===== config.mk =====
export PLATFORM = sky130hd
export DESIGN_NAME = lpht_mod
export DESIGN_NICKNAME = d
export VERILOG_FILES = /design/src/rtl/lpht_pkg.sv /design/src/rtl/lpht_mod.sv
export SDC_FILE = /design/constraint.sdc
export NUM_CORES = 1
export LEC_CHECK = 0
export BUFFER_PORTS_ARGS = -buffer_cell sky130_fd_sc_hd__buf_2
export CAP_MARGIN = 10
export CORE_UTILIZATION = 21
export DETAILED_ROUTE_END_ITERATION = 8
export GPL_TIMING_DRIVEN = 1
export HOLD_SLACK_MARGIN = 0.06
export PLACE_DENSITY = 0.89
export SETUP_SLACK_MARGIN = 0.4
export SLEW_MARGIN = 10
export SYNTH_ARGS = -nofsm -noshare
export SYNTH_HDL_FRONTEND = slang
export SYNTH_SLANG_ARGS = --single-unit

===== constraint.sdc =====
create_clock -name aclk -period 0.8 [get_ports aclk]
set_clock_uncertainty 0.15 [all_clocks]
set_input_delay 0.16 -clock aclk [delete_from_list [all_inputs] [get_ports aclk]]
set_output_delay 0.16 -clock aclk [all_outputs]
set_load 0.02 [all_outputs]

===== src/rtl/lpht_pkg.sv =====
`timescale 1ns / 1ps

package lpht_pkg;

    // Widest slot index the design supports (table depth up to 65536)
    localparam int IDX_MAX_W = 16;
    localparam int KEY_W     = 64;
    localparam int VAL_W     = 64;
    localparam int CNT_W     = 11;
    localparam int STATUS_W  = 3;

    // Operation codes
    localparam logic OP_LOOKUP = 1'b0;
    localparam logic OP_SET    = 1'b1;

    // Result status codes
    localparam logic [STATUS_W-1:0] ST_HIT      = 3'd0;
    localparam logic [STATUS_W-1:0] ST_MISS     = 3'd1;
    localparam logic [STATUS_W-1:0] ST_INSERTED = 3'd2;
    localparam logic [STATUS_W-1:0] ST_UPDATED  = 3'd3;
    localparam logic [STATUS_W-1:0] ST_FULL     = 3'd4;
    localparam logic [STATUS_W-1:0] ST_ZERO_KEY = 3'd5;

    localparam logic [CNT_W-1:0] FILL_LIMIT_RST = 11'd717;

    typedef struct packed {
        logic             operation;
        logic [KEY_W-1:0] key;
        logic [VAL_W-1:0] value;
    } in_beat_t;

    typedef struct packed {
        logic [STATUS_W-1:0] status;
        logic [VAL_W-1:0]    found_value;
    } out_beat_t;

    // Access to the key and value stores for one cycle
    typedef struct packed {
        logic [IDX_MAX_W-1:0] rd_addr;
        logic [IDX_MAX_W-1:0] wr_addr;
        logic                 key_we;
        logic                 val_we;
        logic [KEY_W-1:0]     wr_key;
        logic [VAL_W-1:0]     wr_val;
    } mem_req_t;

endpackage


===== src/rtl/lpht_mod.sv =====
`timescale 1ns / 1ps

module lpht_mod #(
    parameter int TABLE_DEPTH = 1024
) (
    input  logic                                 aclk,
    input  logic                                 aresetn,
    input  logic                                 start,
    input  logic [lpht_pkg::KEY_W-1:0]           key,
    output logic                                 done,
    output logic [$clog2(TABLE_DEPTH)-1:0]       home
);
    import lpht_pkg::*;

    localparam int IDX_W = $clog2(TABLE_DEPTH);
    localparam bit IS_POW2 = (TABLE_DEPTH & (TABLE_DEPTH - 1)) == 0;

    generate
        if (IS_POW2) begin : g_mask
            logic             done_reg;
            logic [IDX_W-1:0] home_reg;

            // Take the low key bits as the home slot
            always_ff @(posedge aclk) begin
                if (!aresetn) begin
                    done_reg <= 1'b0;
                end else begin
                    done_reg <= start;
                end
                if (start) begin
                    home_reg <= key[IDX_W-1:0];
                end
            end

            assign done = done_reg;
            assign home = home_reg;
        end else begin : g_serial
            // Reciprocal of the depth scaled by 2^32, for the quotient estimate
            localparam logic [31:0] RECIP      = 32'((64'd1 << 32) / 64'(TABLE_DEPTH));
            localparam logic [16:0] DEPTH_C    = 17'(TABLE_DEPTH);
            localparam logic [1:0]  LAST_DIGIT = 2'd3;

            typedef enum logic [3:0] {
                P_IDLE = 4'b0001,
                P_MUL  = 4'b0010,
                P_SUB  = 4'b0100,
                P_FIX  = 4'b1000
            } phase_t;

            phase_t           phase_reg;
            logic             done_reg;
            logic [1:0]       digit_reg;
            logic [KEY_W-1:0] sh_reg;
            logic [IDX_W-1:0] rem_reg;
            logic [31:0]      y_reg;
            logic [47:0]      prod_reg;
            logic [16:0]      part_reg;
            logic [31:0]      y;
            logic [15:0]      q_est;
            logic [31:0]      q_times_d;
            logic [IDX_W-1:0] rem_new;

            // Fold the remainder so far with the next 16 key bits, top first
            assign y         = {16'(rem_reg), sh_reg[KEY_W-1 -: 16]};
            // Estimate is low by at most one, so one compare and subtract fixes it
            assign q_est     = prod_reg[47:32];
            assign q_times_d = 32'(q_est) * 32'(DEPTH_C);
            assign rem_new   = (part_reg >= DEPTH_C) ? IDX_W'(part_reg - DEPTH_C)
                                                     : IDX_W'(part_reg);

            // Sequence multiply, subtract and correct for each 16-bit digit
            always_ff @(posedge aclk) begin
                if (!aresetn) begin
                    phase_reg <= P_IDLE;
                    done_reg  <= 1'b0;
                    digit_reg <= '0;
                end else begin
                    done_reg <= 1'b0;
                    case (phase_reg)
                        P_IDLE: begin
                            if (start) begin
                                phase_reg <= P_MUL;
                                digit_reg <= '0;
                            end
                        end
                        P_MUL: begin
                            phase_reg <= P_SUB;
                        end
                        P_SUB: begin
                            phase_reg <= P_FIX;
                        end
                        P_FIX: begin
                            digit_reg <= digit_reg + 2'd1;
                            if (digit_reg == LAST_DIGIT) begin
                                phase_reg <= P_IDLE;
                                done_reg  <= 1'b1;
                            end else begin
                                phase_reg <= P_MUL;
                            end
                        end
                        default: begin
                            phase_reg <= P_IDLE;
                        end
                    endcase
                end
                if (start) begin
                    sh_reg  <= key;
                    rem_reg <= '0;
                end
                if (phase_reg == P_MUL) begin
                    y_reg    <= y;
                    prod_reg <= 48'(64'(y) * 64'(RECIP));
                    sh_reg   <= {sh_reg[KEY_W-17:0], 16'd0};
                end
                if (phase_reg == P_SUB) begin
                    part_reg <= 17'(y_reg - q_times_d);
                end
                if (phase_reg == P_FIX) begin
                    rem_reg <= rem_new;
                end
            end

            assign done = done_reg;
            assign home = rem_reg;
        end
    endgenerate

endmodule


* Yosys cells after proc, flatten, opt, wreduce, memory -nomap -nowiden *
Index checks and enable logic that the tools add are counted.

storage, ports and cells
  register bits = 11
  latch bits = 0
  RAM bits = 0
  bits in read-only memories = 0
  input bits = 67
  output and inout bits = 11
  logic and storage cells = 2
  memories kept = 0

operators by class
  add/subtract/negate cells = 0
  multiply operators = 0
  divide/modulo/power cells = 0
  $lt $le $gt $ge = 0
  equality and inequality tests = 0
  shifts and indexed selects = 0
  mux-type cells = 0
  bitwise operators = 0
  reductions and logical operators = 0

* Logic depth before layout (Yosys ltp) *
  word-level depth = 0
  depth in mapped cells = 1
  depth with buffers taken out = 1

* Least setup slack after synthesis *
OpenSTA, ideal clock, no wires.

  path kind = register to output
  start = reg g_mask.home_reg[0] (netlist: home[0])
  end = out home[0]
  arrival = 449 ps
  data required time = 490 ps
  slack = 41 ps
  stages on the path, launching flop included = 1
  path buffers = 0
  cell sequence = edfxtp_1

RTL lines
  item                    line            text
  start, declared         lpht_mod.sv:21  logic [IDX_W-1:0] home_reg;
  start signal, assigned  lpht_mod.sv:31  home_reg <= key[IDX_W-1:0];
  end, declared           lpht_mod.sv:11  output logic [$clog2(TABLE_DEPTH)-1:0] home

No word-level cell between the ends.

* Worst setup path after layout *
  start = reg g_mask.home_reg[9] (netlist: home[9])
  end = out home[9]

No word-level cell between the ends.

==> flow_summary.yaml <==
outcome:
  outcome: "finished, violations left"
  violations: "hold timing, setup timing"
clock_network:
  clk_path_buf_depth: 2
  cts_buffers: 3
  path_clk_slew_ns: 0.07
  cts_tree: "built"
  cts-root-buf: "clkbuf_4"
  post_cts_buffers: 0
  clkSinkCount: 11
  h-tree-depth: 1
synth:
  synth.most_common_cell: "edfxtp_1"
  synthFlopType: "edfxtp_1"
  synthTopCellsByArea: "edfxtp_1 (92%), dfxtp_1 (6.1%), and2_1 (1.9%)"
  synth_top_cell_area_share_pct: 91.95
  syn-cell-area_um2: 326.6
  synthArstFlopShare_pct: 0
  synth_seq_cells: 11
  postSynthAreaPerCell_um2: 27.21
  synth.top_cells.by_count: "edfxtp_1 (10), and2_1 (1), dfxtp_1 (1)"
  yosys.area.top_type: "edfxtp_1"
  yosysUniqueCellTypes: 3
  syn_nets: 79
  ys.warnings.count: 0
  synth_seq_area_share_pct: 98.08
  syn_inst: 12
  synth_edf_count: 10
floorplanning:
  dieArea_um2: 1717
  std_cell_rows: 13
  core-area_um2: 1366
  initial_core_util_pct: 23.90
  ios: 78
  die_h_um: 41.44
  die_w_um: 41.44
worst_setup_path:
  crit_required_ns: 0.49
  end_kind: "output port"
  crit_cells: 1
  crit_end: "home[9]"
  crit_slowest_cell: "edfxtp_1"
  path_buf_inv: 1
  start_kind: "flop"
  crit_chain: "buf_6"
  worstSetupPathType: "reg -> out"
  critPathMaxFanout: 1
  crit_arrival_ns: 0.81
  crit_start: "home[9]$_DFFE_PP_"
  max_stage_delay_ns: 0.40
  cpLargestDelayFamily: "flip-flops"
global_route:
  groute.usage.overall_pct: 8.433
  grt_remaining_overflow: 0
  antenna_found_initial: 0
  grt_pass1_vias: 218
  grt_pass1_wl_um: 1021
  grt_max_degree: 7
final_layout:
  syn2layout_area_growth_pct: 80.46
  antenna_cells: 0
  largest_reg_flops: 10
  final_util_pct: 43.13
  drive_above_1_share_pct: 70.00
  layout.nets: 108
sta:
  maxSlewViolCount: 0
  layout_min_cycle_time_ns: 1.120
  worst_pin_slew_ns: 0.1127
  setup_ws_ns: -0.3196
  fmax_mhz: 893.2
  setup_viol: 11
  timing.final.crit_share_pct: 139.9
  final-hold-violation-count: 21
  worst_hold_slack_ns: -0.07722
  slew_headroom_pct: 92.54
  rsz0062_at_grt: "true"
route:
  first_pass_iters: 1
  wl_per_cell_um: 12.24
  drc: 0
  viasPerCell: 3.891
  vias: 214
  drt_iter0_drc: 0
  wirelength_um: 673
  ant_nets: 0
job:
  cap_violations: 0
placed_design:
  numPortBuffers: 23
  gp_congestion: 0.5990
pwr:
  irDropWorstVdd_uv: 951.1
  p_total_w: 0.001253
  p_per_area_nw_per_um2: 2126
  p_leak_nw: 0.2522
hold_path:
  min_path_type: "in -> reg"
[cells in the final DEF (no fill, tap or decap)]
cell type | synthesis | routed
buf_2 | 0 | 13
clkbuf_4 | 0 | 3
buf_12 | 0 | 1
and2_1 | 1 | 1
buf_6 | 0 | 9
edfxtp_1 | 10 | 10
clkbuf_1 | 0 | 1
dfxtp_4 | 0 | 1
buf_16 | 0 | 1
[per-layer routing]
metal	global-route usage, %	wire length, um
met1	12.08	319
met2	8.438	230
met3	4.348	113
met4	7.742	8
met5	0	0
[layout make-up]
type / count / area, um2
Fill cell: 143 / 777.0
Sequential cell: 11 / 324.1
Timing Repair Buffer: 24 / 214.0
Clock buffer: 4 / 26.28
Tap cell: 15 / 18.77
Multi-Input combinational cell: 1 / 6.256
[worst min path at each step]
stage / start / endpoint / slack, ns / depth (start not counted)
6_report: key[8] / home[8]$_DFFE_PP_ / -0.08 / 1
3_5_place_dp: key[8] / home[8]$_DFFE_PP_ / 0.19 / 1
2_1_floorplan: key[0] / home[0]$_DFFE_PP_ / 0.11 / 0
4_1_cts: key[8] / home[8]$_DFFE_PP_ / -0.08 / 1
3_3_place_gp: key[0] / home[0]$_DFFE_PP_ / 0.19 / 1
5_1_grt: key[2] / home[2]$_DFFE_PP_ / -0.08 / 1
[kinds of logic after synthesis]
group / after synthesis / share of synthesized area [%]
flops: 11 / 98.09
simple gates: 1 / 1.917
[where the power goes]
group | internal, W | switching [W]
combinational | 0.000110 | 0.0000871
clock | 0.000192 | 0.000171
sequential | 0.000674 | 0.0000183
total | 0.000977 | 0.000276
[timing repair]
action / in CTS / in global routing
endpoints found under the setup margin: 22 / 21
cloned: 1 / 0
resized for setup: 9 / 14
endpoints found under the hold margin: 21 / 21
[stage by stage]
step / std cells / hold WS (ns) / cell area, um2 / setup TNS (ns) / setup slack [ns]
2_1_floorplan: 12 / 0.1089 / 330.3 / 0 / 0.04054
3_3_place_gp: 50 / 0.1883 / 464.2 / -0.5156 / -0.03643
3_5_place_dp: 50 / 0.1899 / 464.2 / -0.8010 / -0.05913
4_1_cts: 55 / -0.08095 / 545.5 / -3.304 / -0.3385
5_1_grt: 55 / -0.08352 / 589.3 / -3.558 / -0.3529
6_report: 55 / -0.07722 / 589.3 / -3.202 / -0.3196
Note: power is estimated with default switching activity, not from simulation.
