==> src/rtl/lpht_pkg.sv <==
`timescale 1ns / 1ps

package lpht_pkg;

    // Widest slot index the design supports (table depth up to 65536)
    localparam int IDX_MAX_W = 16;
    localparam int KEY_W     = 64;
    localparam int VAL_W     = 64;
    localparam int CNT_W     = 11;
    localparam int STATUS_W  = 3;

    // Operation codes
    localparam logic OP_LOOKUP = 1'b0;
    localparam logic OP_SET    = 1'b1;

    // Result status codes
    localparam logic [STATUS_W-1:0] ST_HIT      = 3'd0;
    localparam logic [STATUS_W-1:0] ST_MISS     = 3'd1;
    localparam logic [STATUS_W-1:0] ST_INSERTED = 3'd2;
    localparam logic [STATUS_W-1:0] ST_UPDATED  = 3'd3;
    localparam logic [STATUS_W-1:0] ST_FULL     = 3'd4;
    localparam logic [STATUS_W-1:0] ST_ZERO_KEY = 3'd5;

    localparam logic [CNT_W-1:0] FILL_LIMIT_RST = 11'd717;

    typedef struct packed {
        logic             operation;
        logic [KEY_W-1:0] key;
        logic [VAL_W-1:0] value;
    } in_beat_t;

    typedef struct packed {
        logic [STATUS_W-1:0] status;
        logic [VAL_W-1:0]    found_value;
    } out_beat_t;

    // Access to the key and value stores for one cycle
    typedef struct packed {
        logic [IDX_MAX_W-1:0] rd_addr;
        logic [IDX_MAX_W-1:0] wr_addr;
        logic                 key_we;
        logic                 val_we;
        logic [KEY_W-1:0]     wr_key;
        logic [VAL_W-1:0]     wr_val;
    } mem_req_t;

endpackage

==> src/rtl/lpht_ctrl.sv <==
`timescale 1ns / 1ps

module lpht_ctrl #(
    parameter int TABLE_DEPTH = 1024
) (
    input  logic                             aclk,
    input  logic                             aresetn,
    input  logic                             cfg_we,
    input  logic [lpht_pkg::CNT_W-1:0]       cfg_wdata,
    input  logic                             s_valid,
    output logic                             s_ready,
    input  lpht_pkg::in_beat_t               s_data,
    output logic                             m_valid,
    input  logic                             m_ready,
    output lpht_pkg::out_beat_t              m_data,
    output logic                             mod_start,
    output logic [lpht_pkg::KEY_W-1:0]       mod_key,
    input  logic                             mod_done,
    input  logic [$clog2(TABLE_DEPTH)-1:0]   mod_home,
    output lpht_pkg::mem_req_t               mem_req,
    input  logic [lpht_pkg::KEY_W-1:0]       rd_key,
    input  logic [lpht_pkg::VAL_W-1:0]       rd_value,
    input  logic                             clear_busy
);
    import lpht_pkg::*;

    localparam int IDX_W = $clog2(TABLE_DEPTH);
    localparam logic [IDX_W-1:0] LAST_IDX = IDX_W'(TABLE_DEPTH - 1);

    typedef enum logic [3:0] {
        S_IDLE  = 4'b0001,
        S_HASH  = 4'b0010,
        S_CHECK = 4'b0100,
        S_DONE  = 4'b1000
    } state_t;

    state_t              state_reg, state_next;
    logic                op_reg, op_next;
    logic [KEY_W-1:0]    key_reg, key_next;
    logic [VAL_W-1:0]    val_reg, val_next;
    logic [IDX_W-1:0]    slot_reg, slot_next;
    logic [IDX_W-1:0]    probes_reg, probes_next;
    logic [STATUS_W-1:0] status_reg, status_next;
    logic [VAL_W-1:0]    found_reg, found_next;
    logic [CNT_W-1:0]    count_reg, count_next;
    logic [CNT_W-1:0]    limit_reg;
    logic                m_valid_reg, m_valid_next;
    out_beat_t           m_data_reg, m_data_next;
    logic [IDX_W-1:0]    slot_inc;

    assign slot_inc = (slot_reg == LAST_IDX) ? '0 : slot_reg + 1'b1;
    assign s_ready  = (state_reg == S_IDLE) && !clear_busy;
    assign mod_key  = s_data.key;
    assign m_valid  = m_valid_reg;
    assign m_data   = m_data_reg;

    always_comb begin
        state_next   = state_reg;
        op_next      = op_reg;
        key_next     = key_reg;
        val_next     = val_reg;
        slot_next    = slot_reg;
        probes_next  = probes_reg;
        status_next  = status_reg;
        found_next   = found_reg;
        count_next   = count_reg;
        m_valid_next = m_valid_reg;
        m_data_next  = m_data_reg;
        mod_start    = 1'b0;
        mem_req          = '0;
        mem_req.rd_addr  = IDX_MAX_W'(slot_reg);
        mem_req.wr_addr  = IDX_MAX_W'(slot_reg);
        mem_req.wr_key   = key_reg;
        mem_req.wr_val   = val_reg;

        // Drop the result beat once taken
        if (m_valid_reg && m_ready) begin
            m_valid_next = 1'b0;
        end

        case (state_reg)
            S_IDLE: begin
                if (s_valid && s_ready) begin
                    op_next  = s_data.operation;
                    key_next = s_data.key;
                    val_next = s_data.value;
                    if (s_data.key == '0) begin
                        status_next = ST_ZERO_KEY;
                        found_next  = '0;
                        state_next  = S_DONE;
                    end else begin
                        mod_start  = 1'b1;
                        state_next = S_HASH;
                    end
                end
            end

            // Issue the read of the home slot as soon as it is known
            S_HASH: begin
                mem_req.rd_addr = IDX_MAX_W'(mod_home);
                if (mod_done) begin
                    slot_next   = mod_home;
                    probes_next = '0;
                    state_next  = S_CHECK;
                end
            end

            // Compare one slot per cycle while the next slot is read
            S_CHECK: begin
                mem_req.rd_addr = IDX_MAX_W'(slot_inc);
                found_next      = '0;
                if (rd_key == '0) begin
                    state_next = S_DONE;
                    if (op_reg == OP_LOOKUP) begin
                        status_next = ST_MISS;
                    end else if (count_reg >= limit_reg) begin
                        status_next = ST_FULL;
                    end else begin
                        mem_req.key_we = 1'b1;
                        mem_req.val_we = 1'b1;
                        count_next     = count_reg + 1'b1;
                        status_next    = ST_INSERTED;
                    end
                end else if (rd_key == key_reg) begin
                    state_next = S_DONE;
                    if (op_reg == OP_LOOKUP) begin
                        status_next = ST_HIT;
                        found_next  = rd_value;
                    end else begin
                        mem_req.val_we = 1'b1;
                        status_next    = ST_UPDATED;
                    end
                end else if (probes_reg == LAST_IDX) begin
                    state_next  = S_DONE;
                    status_next = (op_reg == OP_LOOKUP) ? ST_MISS : ST_FULL;
                end else begin
                    slot_next   = slot_inc;
                    probes_next = probes_reg + 1'b1;
                end
            end

            // Load the output register when it is free or being emptied
            S_DONE: begin
                if (!m_valid_reg || m_ready) begin
                    m_valid_next             = 1'b1;
                    m_data_next.status       = status_reg;
                    m_data_next.found_value  = found_reg;
                    state_next               = S_IDLE;
                end
            end

            default: begin
                state_next = S_IDLE;
            end
        endcase
    end

    always_ff @(posedge aclk) begin
        if (!aresetn) begin
            state_reg   <= S_IDLE;
            count_reg   <= '0;
            m_valid_reg <= 1'b0;
            limit_reg   <= FILL_LIMIT_RST;
        end else begin
            state_reg   <= state_next;
            count_reg   <= count_next;
            m_valid_reg <= m_valid_next;
            if (cfg_we) begin
                limit_reg <= cfg_wdata;
            end
        end
        op_reg     <= op_next;
        key_reg    <= key_next;
        val_reg    <= val_next;
        slot_reg   <= slot_next;
        probes_reg <= probes_next;
        status_reg <= status_next;
        found_reg  <= found_next;
        m_data_reg <= m_data_next;
    end

endmodule

==> config.mk <==
export PLATFORM = sky130hd
export DESIGN_NAME = lpht_ctrl
export DESIGN_NICKNAME = d
export VERILOG_FILES = /design/src/rtl/lpht_pkg.sv /design/src/rtl/lpht_ctrl.sv
export SDC_FILE = /design/constraint.sdc
export NUM_CORES = 1
export LEC_CHECK = 0
export ABC_AREA = 1
export BUFFER_PORTS_ARGS = -buffer_cell sky130_fd_sc_hd__buf_4
export CORE_AREA = 5 5 226 228
export CTS_CLUSTER_SIZE = 20
export DETAILED_ROUTE_END_ITERATION = 12
export DIE_AREA = 0 0 231 233
export REMOVE_ABC_BUFFERS = 1
export SYNTH_ARGS = -nofsm -noshare
export SYNTH_HDL_FRONTEND = slang
export SYNTH_SLANG_ARGS = --single-unit
==> constraint.sdc <==
create_clock -name aclk -period 11.7 [get_ports aclk]
set_clock_uncertainty 0.1 [all_clocks]
set_input_delay 1.17 -clock aclk [delete_from_list [all_inputs] [get_ports aclk]]
set_output_delay 1.17 -clock aclk [all_outputs]
set_load 0.1 [all_outputs]
* Yosys cells after proc, flatten, opt, wreduce, memory -nomap -nowiden
Index checks and enable logic that the tools add are counted.
Word-level totals: output and inout port bits 296, bits in registers 310, word-level logic and storage cells 99
Operators by class: $lt $le $gt $ge 1, eq/ne operators 15, bitwise operators 1, add/sub/neg operators 3, reduce and logical (&&, ||, !) cells 17, multiplexer cells 49
Operators with widths (number):
- $mux 64 | 5
- $logic_not 64->1 | 2
- $pmux 64 s2 | 1
- $mux 10 | 9
- $eq 64x64->1 | 1
- $pmux 10 s2 | 3
- $mux 4 | 7
- $mux 3 | 8
- $add 10x1->10 const B | 2
- $eq 10x10->1 const B | 2
- $pmux 4 s4 | 1
- $reduce_and 4->1 | 3
- $add 11x1->11 const B | 1
- $ge 11x11->1 | 1
- $mux 1 | 10
- $ne 2x2->1 const B | 5
- $mux 2 | 4
- $pmux 3 s2 | 1
- $reduce_and 5->1 | 1
- $eq 4x1->1 const B | 1
- $eq 4x2->1 const B | 1
- $eq 4x3->1 const B | 1
- $eq 4x4->1 const B | 1
- $ne 2x1->1 const B | 2
- 8 further kinds | 13

* Depth between registers and ports, before layout
Gate-level depths: netlist of the first run.
word-level depth 6, mapped depth 13, depth with buffers taken out 13

* Worst setup path before layout of the first run
No wires, ideal clock.
path kind input -> register, start point input clear_busy, end point register status_reg[0], enable pin, required time 11.287 ns, path buffers 0, data arrival time 10.198 ns, stages on the path 5, setup slack 1.089 ns, setup time 0.313 ns, cell sequence nor3b_2 > nor2_1 > a21oi_1 > nand2_1 > inv_1
On the way: longest elaborated chain between the ends 5
Ends and longest elaborated chain:
- start, declared | line lpht_ctrl.sv:23 | input logic clear_busy
- $logic_not 1->1 | line lpht_ctrl.sv:52 | assign s_ready = (state_reg == S_IDLE) && !clear_busy;
- $logic_and 1x1->1 | line lpht_ctrl.sv:52
- $logic_and 1x1->1 | line lpht_ctrl.sv:83 | if (s_valid && s_ready) begin
- $ne 2x1->1 (no source line)
- $reduce_and 4->1 (no source line)
- end signal, assigned | line lpht_ctrl.sv:177 | status_reg <= status_next;
- end, declared | line lpht_ctrl.sv:43 | logic [STATUS_W-1:0] status_reg, status_next;
Every way passes these cells. A chain may end at the register's enable or synchronous reset.

==> results.yml, run 1 <==
route:
  drt-pass1-iter-count: 5
  via_count: 10700
  wl_per_cell_um: 19.1
  drt_iter0_drc: 593
  ant_nets: 0
  remaining_drc_errors: 0
  viasPerCell: 4.34
  wl_mm: 47.3
grt:
  grt_pass1_vias: 10500
  grt_usage_pct: 16.5
  grt_max_degree: 72
  antenna_found_initial: 5
  grt.overflow.total: 0
  grt_pass1_wl_mm: 66.4
logic_synthesis:
  syn_avg_cell_area_um2: 10.5
  ys_async_sr_fraction_pct: 0
  netlist_area_mm2: 0.0136
  synth_edf_count: 283
  yosysTopAreaCell: "edfxtp_1"
  synth_warnings: 0
  synth_seq_area_share_pct: 66.7
  ys_ff_latch: 310
  yosysUniqueCellTypes: 37
  yosys-top-cells-area: "edfxtp_1 63%, nand2_1 7.6%, inv_1 6.1%"
  synth-main-ff-cell: "edfxtp_1"
  yosysTopAreaCellShare_pct: 62.7
  synthCells: 1288
worst_setup_path:
  r2r_setup_slack_ps: 8280
  endpoint: "mem_req[129]"
  path_class: "input pin to output pin"
  critPathMaxFanout: 11
  cp-start-kind: "input pin"
  crit_start: "rd_key[35]"
  crit_path_end_kind: "output pin"
  crit_arrival_ps: 3320
  rr_worst_depth: 9
  r2r-end: "status_reg[1]"
  reg2reg_from: "state_reg[3]"
  worst_ep_required_time_ps: 10430
layout:
  drive_gt1_share_pct: 35.0
  fin_cells: 2474
  fillers: 4762
  largest_reg_flops: 67
  synthToLayoutAreaGrowth_pct: 42.0
  nets: 2124
sta:
  min_period_ps: 4590
  tns_ps: 0
  final-hold-violation-count: 0
  setup_viol: 0
  worst_slack_ps: 7110
  rsz0062_at_grt: "no"
  fmax_ghz: 0.218
  hold_slack_ps: 304
  max-slew-margin-rel_pct: 34.3
  tightest_slew_ps: 985
  finalCritPeriodShare_pct: 39.3
  drv_slew: 0
floorplan:
  initial_core_util_pct: 27.9
  io_pins: 581
  dieArea_mm2: 0.0538
  die_w_um: 231
  die_h_um: 233
  num_rows: 81
  fp.coreArea_mm2: 0.0486
placement:
  io_buffers: 568
  place_congestion: 0.920
  post-place-ws_ps: 7000
  dp_hpwl_mm: 37.6
  dp_cells: 2406
worst_hold_path:
  hold_class: "register to register"
  hp-start: "found_reg[1]"
pwr:
  p_per_area_mw_per_mm2: 150
  leakage_nw: 8.66
  seqPwrFrac_pct: 43.3
  p_switching_uw: 876
  p_clk_share_pct: 39.1
  fin_total_pwr_mw: 2.89
  switching_share_pct: 30.3
  max-vdd-ir-drop_uv: 92.1
  internal-power_mw: 2.02
  pwr-share-comb_pct: 17.7
clocking:
  clk_latency_ps: 540
  clkSlewWorstSetupHoldPaths_ps: 60
  post_cts_resized: 0
  cts_tree: "built"
  cts_hold_buffers: 0
  cts_buffers: 37
  postCtsSetupBuffers: 0
  clock_sinks: 310
  cts_buffer_depth: 3
  htreeDepth: 2
  ctsRootBufferMaster: "clkbuf_16"
status:
  outcome: "completed"
run:
  cap_violations: 0
-- cell usage after synthesis (5+ instances only) --
library cell and instances:
a21oi_1 34, buf_2 6, o21ai_0 25, edfxtp_1 283, clkbuf_1 6, xor2_1 18
dfxtp_1 27, buf_4 76, nand4_1 16, nor2_1 208, nand2_1 273, nand3_1 35
ha_1 16, o211ai_1 5, inv_1 221
-- area by class of cell --
class | count | area, um^2 | area share (%)
Antenna cell | 1 | 2.50 | 0.0130
Clock buffer | 45 | 956 | 4.97
Clock inverter | 22 | 220 | 1.14
Inverter | 225 | 845 | 4.39
Multi-Input combinational cell | 675 | 3100 | 16.1
Sequential cell | 310 | 9040 | 47.0
Tap cell | 622 | 778 | 4.04
Timing Repair Buffer | 574 | 4310 | 22.4
-- per-stage QoR --
step,util [%],area [um^2]
floorplan,-,13000
global placement,37.2,18100
detailed placement,37.2,18100
CTS,39.6,19200
global route,39.6,19200
finish,39.6,19300
-- worst max-delay path, stage by stage --
cell and delay, ps:
buf_4 120, inv_1 60, nand4_1 180, nor2_1 380
nand2_1 90, nor2_1 210, nand2_1 260, nor2_4 330
nand2_2 80, nor2_2 130, buf_4 310
-- cell families (layout without fill, tap and decap cells) --
logic type      after synthesis  after routing  share of synthesized area [%]
compound gates               70             70                           2.77
xor+xnor                     22             22                           1.42
fa+ha+maj                    16             16                           1.48
buf+inv                     314            866                           10.9
flops                       310            310                           66.7
other cells                   1             13                         0.0277
simple gates                555            555                           16.7
-- placed cells by master, fill, tap and decap left out, types with 2 or more instances in the layout --
cell | netlist | final
nor2_2 | 3 | 3
bufinv_16 | 0 | 3
conb_1 | 1 | 12
clkbuf_1 | 6 | 8
nor2_1 | 208 | 207
dfxtp_1 | 27 | 27
clkinv_8 | 0 | 2
nor3_1 | 4 | 4
xor2_1 | 18 | 18
inv_2 | 3 | 3
buf_4 | 76 | 574
o21ai_0 | 25 | 25
nand3_1 | 35 | 35
nand3b_1 | 2 | 2
edfxtp_1 | 283 | 283
or2_2 | 4 | 4
clkinv_1 | 1 | 6
xnor2_1 | 4 | 4
nand4_1 | 16 | 16
nor2_4 | 1 | 2
o21ai_1 | 2 | 2
ha_1 | 16 | 16
o211ai_1 | 5 | 5
clkinvlp_4 | 0 | 3
o221ai_1 | 2 | 2
inv_6 | 0 | 2
inv_1 | 221 | 221
nand2_1 | 273 | 273
clkinv_2 | 0 | 6
a21oi_1 | 34 | 33
clkbuf_16 | 0 | 37
nand2_2 | 2 | 2
-- power by group through the flow --
stage               Clock [mW]  Sequential (mW)  Combinational (mW)
floorplan                    0             1.44              0.0896
global placement             0             1.27               0.510
detailed placement           0             1.28               0.514
CTS                       1.17             1.25               0.515
global route              1.21             1.25               0.533
finish                    1.13             1.25               0.511
-- how the worst min path moves through the flow --
stage | to | slack (ps) | cells past startpoint
finish | m_data[1] | 300 | 0
global route | m_data[22] | 320 | 0
CTS | m_data[46] | 310 | 0
detailed placement | m_data[21] | 300 | 0
global placement | m_data[54] | 300 | 0
floorplan | m_data[0] | 300 | 0
-- per-layer routing --
metal / vias to the layer above / GRT usage, % / part of all wire (%)
met2: 384 / 29.1 / 50
met4: 4 / 4.68 / 2.2
met3: 62 / 4.88 / 7.9
li1: 5118 / - / -
met1: 5165 / 19.6 / 39
met5: - / 0 / 0.051
(Power assumes the default switching activity.)
==> inputs of run 2 (changes only) <==
ABC_AREA = 0   (was 1)
CORE_AREA = 5 5 220 222   (was 5 5 226 228)
DIE_AREA = 0 0 225 227   (was 0 0 231 233)
clock period = 3.9 ns   (was 11.7 ns; I/O delays follow)
==> run 2 against run 1 <==
Cell count fell by 8.9%; critical endpoint is now mem_req[128]; synthesized cell count fell by 34%; first-iteration DRC count rose by 38%; largest cell class unchanged.
==> results.yml, run 2 <==
status:
  outcome: "completed"
layout:
  nets: 1912
  drive_gt1_share_pct: 40.8
  largest_reg_flops: 67
  fin_cells: 2253
  final_common_cell: "buf_4"
  final_cell_mix: "596 x buf_4, 283 x edfxtp_1, 210 x dlygate4sd3_1, 73 x xnor2_1, 65 x and2_1"
  synthToLayoutAreaGrowth_pct: 63.9
  stdcell_area_mm2: 0.0207
logic_synthesis:
  yosysUniqueCellTypes: 48
  yosysTopAreaCell: "edfxtp_1"
  netlist_area_mm2: 0.0126
  synth_commonest_cells: "283 x edfxtp_1, 76 x buf_4, 73 x xnor2_1, 66 x and2_1, 41 x nor4_1"
  yosysMostFrequentCell: "edfxtp_1"
  synth_edf_count: 283
  yosys-top-cells-area: "edfxtp_1 67%, xnor2_1 5.1%, buf_4 4.5%"
  syn_avg_cell_area_um2: 14.9
  synth_seq_area_share_pct: 71.6
  synth-main-ff-cell: "edfxtp_1"
  ys_ff_latch: 310
  yosysTopAreaCellShare_pct: 67.3
  synth_warnings: 0
  ys_async_sr_fraction_pct: 0
  synthCells: 846
worst_setup_path:
  reg2reg_from: "key_reg[54]"
  cp-start-kind: "input pin"
  path_class: "input pin to output pin"
  worst_ep_required_time_ps: 3410
  crit_path_end_kind: "output pin"
  crit_start: "rd_key[47]"
  crit_arrival_ps: 3190
  critPathMaxFanout: 10
route:
  via_count: 10300
  wl_mm: 59.3
  wl_per_cell_um: 26.3
  ant_nets: 0
  remaining_drc_errors: 0
  viasPerCell: 4.57
  drt-pass1-iter-count: 5
  drt_iter0_drc: 819
pwr:
  leakage_nw: 8.63
  max-vdd-ir-drop_uv: 342
  p_per_area_mw_per_mm2: 430
  fin_total_pwr_mw: 8.90
grt:
  grt_max_degree: 130
  grt_pass1_wl_mm: 79.7
  antenna_found_initial: 10
  grt_usage_pct: 22.1
  grt.overflow.total: 0
  grt_pass1_vias: 10600
clocking:
  clk_latency_ps: 550
  clkSlewWorstSetupHoldPaths_ps: 50
  htreeDepth: 2
  cts_buffers: 37
  clock_sinks: 310
  postCtsSetupBuffers: 0
  cts_tree: "built"
  cts_buffer_depth: 3
  ctsRootBufferMaster: "clkbuf_16"
floorplan:
  num_rows: 79
  die_w_um: 225
  die_h_um: 227
  dieArea_mm2: 0.0511
  initial_core_util_pct: 27.4
  fp.coreArea_mm2: 0.0462
  io_pins: 581
sta:
  tightest_slew_ps: 894
  worst_slack_ps: 217
  min_period_ps: 3680
  max-slew-margin-rel_pct: 40.4
  fmax_ghz: 0.272
  finalCritPeriodShare_pct: 94.4
  tns_ps: 0
  final-hold-violation-count: 0
  drv_slew: 0
  setup_viol: 0
  rsz0062_at_grt: "no"
run:
  cap_violations: 0
worst_hold_path:
  hold_class: "input pin to register"
  hp-start: "s_data[82]"
placement:
  dpl-instance-area_mm2: 0.0174
  dp_cells: 1969
  dp_hpwl_mm: 46.7
  post-place-ws_ps: 130
  place_congestion: 0.943
  io_buffers: 568
## run 2: routing by layer
metal / global-route usage [%] / vias up / routed length (um)
li1: - / 4621 / -
met1: 27.2 / 5071 / 23600
met2: 36.0 / 498 / 28300
met3: 7.79 / 108 / 5130
met4: 8.37 / 4 / 2360
met5: 0 / - / 27
## run 2: area by class of cell
class / count / area, um^2
diodes: 8 / 20.0
clock buffers: 50 / 1000
clock inverters: 16 / 185
fillers: 4088 / 25500
inverters: 21 / 78.8
multi-input cells: 431 / 2950
flip-flops and latches: 310 / 9040
well taps: 607 / 759
repair buffers: 810 / 6660
## run 2: power breakdown
group	total, mW	switching, mW	internal, mW
sequential	3.75	0.0511	3.70
clock	3.39	1.43	1.96
combinational	1.76	1.22	0.536
total	8.90	2.70	6.20
## run 2: logic make-up after synthesis
group | Yosys count | synth area share [%]
DFF | 310 | 71.6
muxes | 8 | 0.634
and+or+nand+nor | 237 | 10.8
buffers and inverters | 116 | 5.78
AOI/OAI and AO/OA | 77 | 3.94
other | 1 | 0.0297
xor gates and xnor gates | 81 | 5.62
adders and majority gates | 16 | 1.59
## run 2: per-stage QoR
step	util, %	hold slack [ps]
floorplan	-	300
global placement	37.6	300
detailed placement	37.6	305
CTS	44.8	3.90
global route	44.8	7.97
finish	44.8	37.6
## run 2: critical path, cell delays in order
cell,delay [ps]
buf_4,140
nor4_1,630
nand4_1,210
buf_4,190
or4_1,630
a2111o_1,480
nand2_1,200
buf_4,320
## run 2: worst paths after layout
check	depth (start not counted)	slack [ps]	to
worst max-delay path	8	220	mem_req[128]
worst min-delay path	1	40	key_reg[18]
worst max register to register	10	1000	found_reg[54]
worst min register to register	0	310	m_data[53]
## run 2: repair_timing
item	in CTS	in global routing
setup endpoints to repair	0	5
hold buffers	210	0
resized for setup	0	2
hold endpoints to repair	206	0
